$ cat src/hdl/per_process_anomaly_scorer_macros.svh
// assertion macros of the anomaly scorer, used by the sequencer ppas_ctrl
`ifndef PER_PROCESS_ANOMALY_SCORER_MACROS_SVH
`define PER_PROCESS_ANOMALY_SCORER_MACROS_SVH

// same-cycle implication, disabled during reset
`define PPAS_ASSERT_IMP(lbl, ante, cons, msg) \
  lbl: assert property (@(posedge clk_i) disable iff (!rst_ni) (ante) |-> (cons)) \
    else $error(msg);

// next-cycle implication, disabled during reset
`define PPAS_ASSERT_NXT(lbl, ante, cons, msg) \
  lbl: assert property (@(posedge clk_i) disable iff (!rst_ni) (ante) |=> (cons)) \
    else $error(msg);

`endif

$ cat src/hdl/ppas_pkg.sv
// types, codes and weight function of the anomaly scorer
`timescale 1ns / 1ps
package ppas_pkg;

  localparam int unsigned SLOTS  = 64;
  localparam int unsigned SLOT_W = 6;

  localparam logic [1:0] CMD_SCORE = 2'd0;
  localparam logic [1:0] CMD_CLONE = 2'd1;
  localparam logic [1:0] CMD_QUERY = 2'd2;

  localparam logic [2:0] KIND_FAULT   = 3'd0;
  localparam logic [2:0] KIND_ACCESS  = 3'd1;
  localparam logic [2:0] KIND_NETWORK = 3'd2;
  localparam logic [2:0] KIND_CRYPTO  = 3'd3;
  localparam logic [2:0] KIND_CLONE   = 3'd4;

  localparam logic [2:0] REG_MODE      = 3'd0;
  localparam logic [2:0] REG_THRESHOLD = 3'd1;
  localparam logic [2:0] REG_WINDOW    = 3'd2;
  localparam logic [2:0] REG_BUDGET    = 3'd3;
  localparam logic [2:0] REG_COOLDOWN  = 3'd4;

  localparam logic [1:0] MODE_TRAP       = 2'd2;
  localparam logic [1:0] MODE_QUARANTINE = 2'd3;

  localparam logic [15:0] W_EXEC    = 16'd50;
  localparam logic [15:0] W_WRITE   = 16'd30;
  localparam logic [15:0] W_ACCESS  = 16'd10;
  localparam logic [15:0] W_NETWORK = 16'd10;
  localparam logic [15:0] W_CRYPTO  = 16'd80;

  localparam logic [15:0] SCORE_MAX = 16'hFFFF;
  localparam logic [7:0]  CLONE_MAX = 8'hFF;

  typedef enum logic [3:0] {
    ST_IDLE  = 4'b0001,
    ST_READ  = 4'b0010,
    ST_CALC  = 4'b0100,
    ST_WRITE = 4'b1000
  } state_e;

  typedef struct packed {
    logic        pending;
    logic [7:0]  clone_total;
    logic [31:0] clone_stamp;
    logic [31:0] score_stamp;
    logic [15:0] score;
  } entry_t;

  typedef struct packed {
    logic capture;
    logic rd_en;
    logic calc_en;
    logic wb_en;
  } ctrl_cmd_t;

  function automatic logic [15:0] weight_of(input logic [2:0] kind, input logic [1:0] flags,
                                            input logic [15:0] thr);
    logic [15:0] w;
    w = '0;
    case (kind)
      KIND_FAULT:   w = thr;
      KIND_ACCESS:  w = flags[0] ? W_EXEC : (flags[1] ? W_WRITE : W_ACCESS);
      KIND_NETWORK: w = W_NETWORK;
      KIND_CRYPTO:  w = W_CRYPTO;
      default:      w = '0;
    endcase
    return w;
  endfunction

endpackage

$ cat src/hdl/ppas_ctrl.sv
// sequencing state machine of the anomaly scorer
`timescale 1ns / 1ps
`include "per_process_anomaly_scorer_macros.svh"
module ppas_ctrl import ppas_pkg::*; (
  input  logic      clk_i,
  input  logic      rst_ni,
  input  logic      start_i,
  output logic      busy_o,
  output ctrl_cmd_t cmd_o
);

  state_e state_q, state_d;

  assign busy_o = (state_q == ST_READ) || (state_q == ST_CALC);

  always_comb begin
    cmd_o.capture = start_i && !busy_o;
    cmd_o.rd_en   = (state_q == ST_READ);
    cmd_o.calc_en = (state_q == ST_CALC);
    cmd_o.wb_en   = (state_q == ST_WRITE);
  end

  always_comb begin
    state_d = state_q;
    case (state_q)
      ST_IDLE:  state_d = start_i ? ST_READ : ST_IDLE;
      ST_READ:  state_d = ST_CALC;
      ST_CALC:  state_d = ST_WRITE;
      ST_WRITE: state_d = start_i ? ST_READ : ST_IDLE;
      default:  state_d = ST_IDLE;
    endcase
  end

  always_ff @(posedge clk_i or negedge rst_ni) begin
    if (!rst_ni) begin
      state_q <= ST_IDLE;
    end else begin
      state_q <= state_d;
    end
  end

  `PPAS_ASSERT_NXT(a_accept_reads, cmd_o.capture, cmd_o.rd_en, "accepted transaction not read")
  `PPAS_ASSERT_NXT(a_read_calcs, cmd_o.rd_en, cmd_o.calc_en, "read not followed by calc")
  `PPAS_ASSERT_NXT(a_calc_writes, cmd_o.calc_en, cmd_o.wb_en, "calc not followed by write")
  `PPAS_ASSERT_IMP(a_one_phase, 1'b1, $onehot0({cmd_o.rd_en, cmd_o.calc_en, cmd_o.wb_en}),
                   "overlapping phases")

endmodule

$ cat config.mk
export PLATFORM = sky130hd
export DESIGN_NAME = ppas_ctrl
export DESIGN_NICKNAME = d
export VERILOG_FILES = /design/src/hdl/ppas_pkg.sv /design/src/hdl/ppas_ctrl.sv
export VERILOG_INCLUDE_DIRS = /design/src /design/src/hdl
export SDC_FILE = /design/constraint.sdc
export NUM_CORES = 1
export LEC_CHECK = 0
export ABC_AREA = 1
export ABC_CLOCK_PERIOD_IN_PS = 2000
export BUFFER_PORTS_ARGS = -buffer_cell sky130_fd_sc_hd__buf_4
export CAP_MARGIN = 20
export CORE_AREA = 3 3 40 42
export DETAILED_ROUTE_END_ITERATION = 10
export DIE_AREA = 0 0 43 45
export SYNTH_ARGS = -nofsm -noshare
export SYNTH_HDL_FRONTEND = slang
export SYNTH_SLANG_ARGS = --single-unit
export TNS_END_PERCENT = 50
$ cat constraint.sdc
create_clock -name clk_i -period 2 [get_ports clk_i]
set_input_delay 0.2 -clock clk_i [delete_from_list [all_inputs] [get_ports clk_i]]
set_output_delay 0.2 -clock clk_i [all_outputs]
set_load 0.01 [all_outputs]
==> metrics <==
RSZ-0062 raised after global routing false; Unique masters post-synth 10; Seq cells post-synth 4; CTS Buffer Depth 2; clock latency on the worst-skew pair 0.24 ns; max_slew headroom 90.7%; setup bufs post-CTS 0; max reg flops 4; IO buf count 7; initial DRC count 1; dominant synthesized flop cell dfrtp_1; hold buffers post-CTS 1; fin. max-slew vios 0; Startpoint Class register; Post-Syn Area 209 sq um; Clock Tree Root clkbuf_4; antenna violations before repair 0; Async SR Flop Fraction 100%; FILL cells 153; post-CTS resize count 0; Final Hold Viols 0; Clock Skew 0.00511 ns; peak supply drop 0.437 mV; final core utilization 24.6%; Worst Path Max Fanout 3; number of inserted diodes 0; pin count of the biggest net entering global routing 5; Antenna Nets Post-Route 0; Top Registers state_q: 4 flops; Sink Count 4; Avg WL per Cell 8.04 microns; total power 372 uW; TritonCTS clock tree yes; synth cell count leaders inv_1 (8), dfrtp_1 (3), nand2_1 (3), nor2_2 (3); routed vias 182; dpl ws 0.839 ns; fin crit share 70.2%; Remaining DRCs 0; status complete, no violations; worst slew pin tran 0.139 ns; total iterations of the first detailed-routing run 4; Final WS setup 0.596 ns; max-cap viol count 0; Yosys Warn Count 0; effective utilization at floorplan 16.3%; routed wire length 418 microns; Pwr per Cell Area 1170 nW/um^2; routability cong. 0.723; # IOs 8; clock slew at reported path FFs 0.04 ns; min Tclk post-route 1.40 ns; area grow syn2layout 51.5%; Worst Setup End Kind output port; Synth top area share 35.9%; top-count cell post-synth inv_1; routed vias/inst 3.50; hold slack 0.102 ns; Post-synth EDFFs 0; worst min-delay path category primary input to register; main area contributors after synthesis dfrtp_1 (36%), inv_1 (14%), dfstp_2 (13%); Final setup viols 0; layout cells sized above 1 48.6%; core area 1280 sq um; Post-Syn Nets 28; Num CTS Buffers 3; number of global-route vias before repair 184; Top reg by flops state_q; critical path arrival 1.20 ns; Die Y 45 microns; All-Layer GR Usage 5.43%; first-pass GRT wire length 690 microns; DIE WIDTH 43 microns; GRT overflow 0; WS Path Type register to output port; highest clock rate 712 MHz; P_leak 0.201 nW; Synth Instances 25; Post-DP HPWL 324 microns; sequential share of the synthesized area 48.5%; die area 1940 sq um; Avg Cell Area, Syn 8.36 sq um; Nets 41; Setup TNS 0 ns; Req. time, crit path 1.80 ns; Site Rows 13; Yosys top cell by area dfrtp_1; H-tree Lvls 1
[worst max-delay path, cell delays in order (launching register included)]
cell     delay [ns]
dfstp_2        0.53
inv_1          0.06
nand3_2        0.10
nand2_2        0.09
nor2_2         0.08
buf_4          0.12
[layout make-up]
class / instances / area [sq um] / area share (%)
Multi-Input combinational cell: 13 / 77.6 / 24.5
Tap cell: 15 / 18.8 / 5.93
Timing Repair Buffer: 8 / 62.6 / 19.8
Sequential cell: 4 / 101 / 32.0
Inverter: 8 / 30.0 / 9.49
Clock buffer: 4 / 26.3 / 8.30
[cells in the final DEF (no fill, tap or decap)]
cell	n
a21oi_1	1
a21oi_2	1
buf_4	7
clkbuf_1	1
clkbuf_4	3
dfrtp_1	3
dfstp_2	1
dlygate4sd3_1	1
inv_1	8
nand2_1	3
nand2_2	1
nand3_2	2
nor2_1	2
nor2_2	3
[routing by layer]
layer / routed length, microns / up-vias / global-route usage (%)
met3: 36 / 0 / 2.39
met4: 0 / 0 / 7.23
met2: 180 / 7 / 6.89
li1: - / 95 / -
met1: 202 / 80 / 5.84
met5: 0 / - / 0
[per-stage QoR]
stage,cell area [sq um],cells
floorplan,209,25
global placement,280,47
detailed placement,280,47
CTS,317,52
global route,317,52
finish,317,52
[worst paths after layout]
kind	start	to	slack, ns	cells after the start
worst max-delay path	state_q[0]	cmd_o[3]	0.60	5
worst min-delay path	start_i	state_q[0]	0.10	2
worst max register to register	state_q[0]	state_q[0]	1.06	4
worst min register to register	state_q[3]	state_q[2]	0.58	3
max in group asynchronous	rst_ni	state_q[0]	1.51	2
min in group asynchronous	rst_ni	state_q[3]	0.29	2
[where the power goes]
group / leakage [nW] / switching (mW) / internal (mW) / total [mW]
Clock: 0.0150 / 0.0374 / 0.0752 / 0.113
Combinational: 0.135 / 0.0707 / 0.0578 / 0.128
Sequential: 0.0511 / 0.0202 / 0.111 / 0.131
Total: 0.201 / 0.128 / 0.244 / 0.372
[logic make-up after synthesis]
logic type | Yosys count | synth area share, %
and+or+nand+nor | 11 | 30.5
DFF | 4 | 48.5
buffers and inverters | 8 | 14.4
AOI/OAI and AO/OA | 2 | 6.59
No activity file was read; power rests on OpenSTA's default activity.
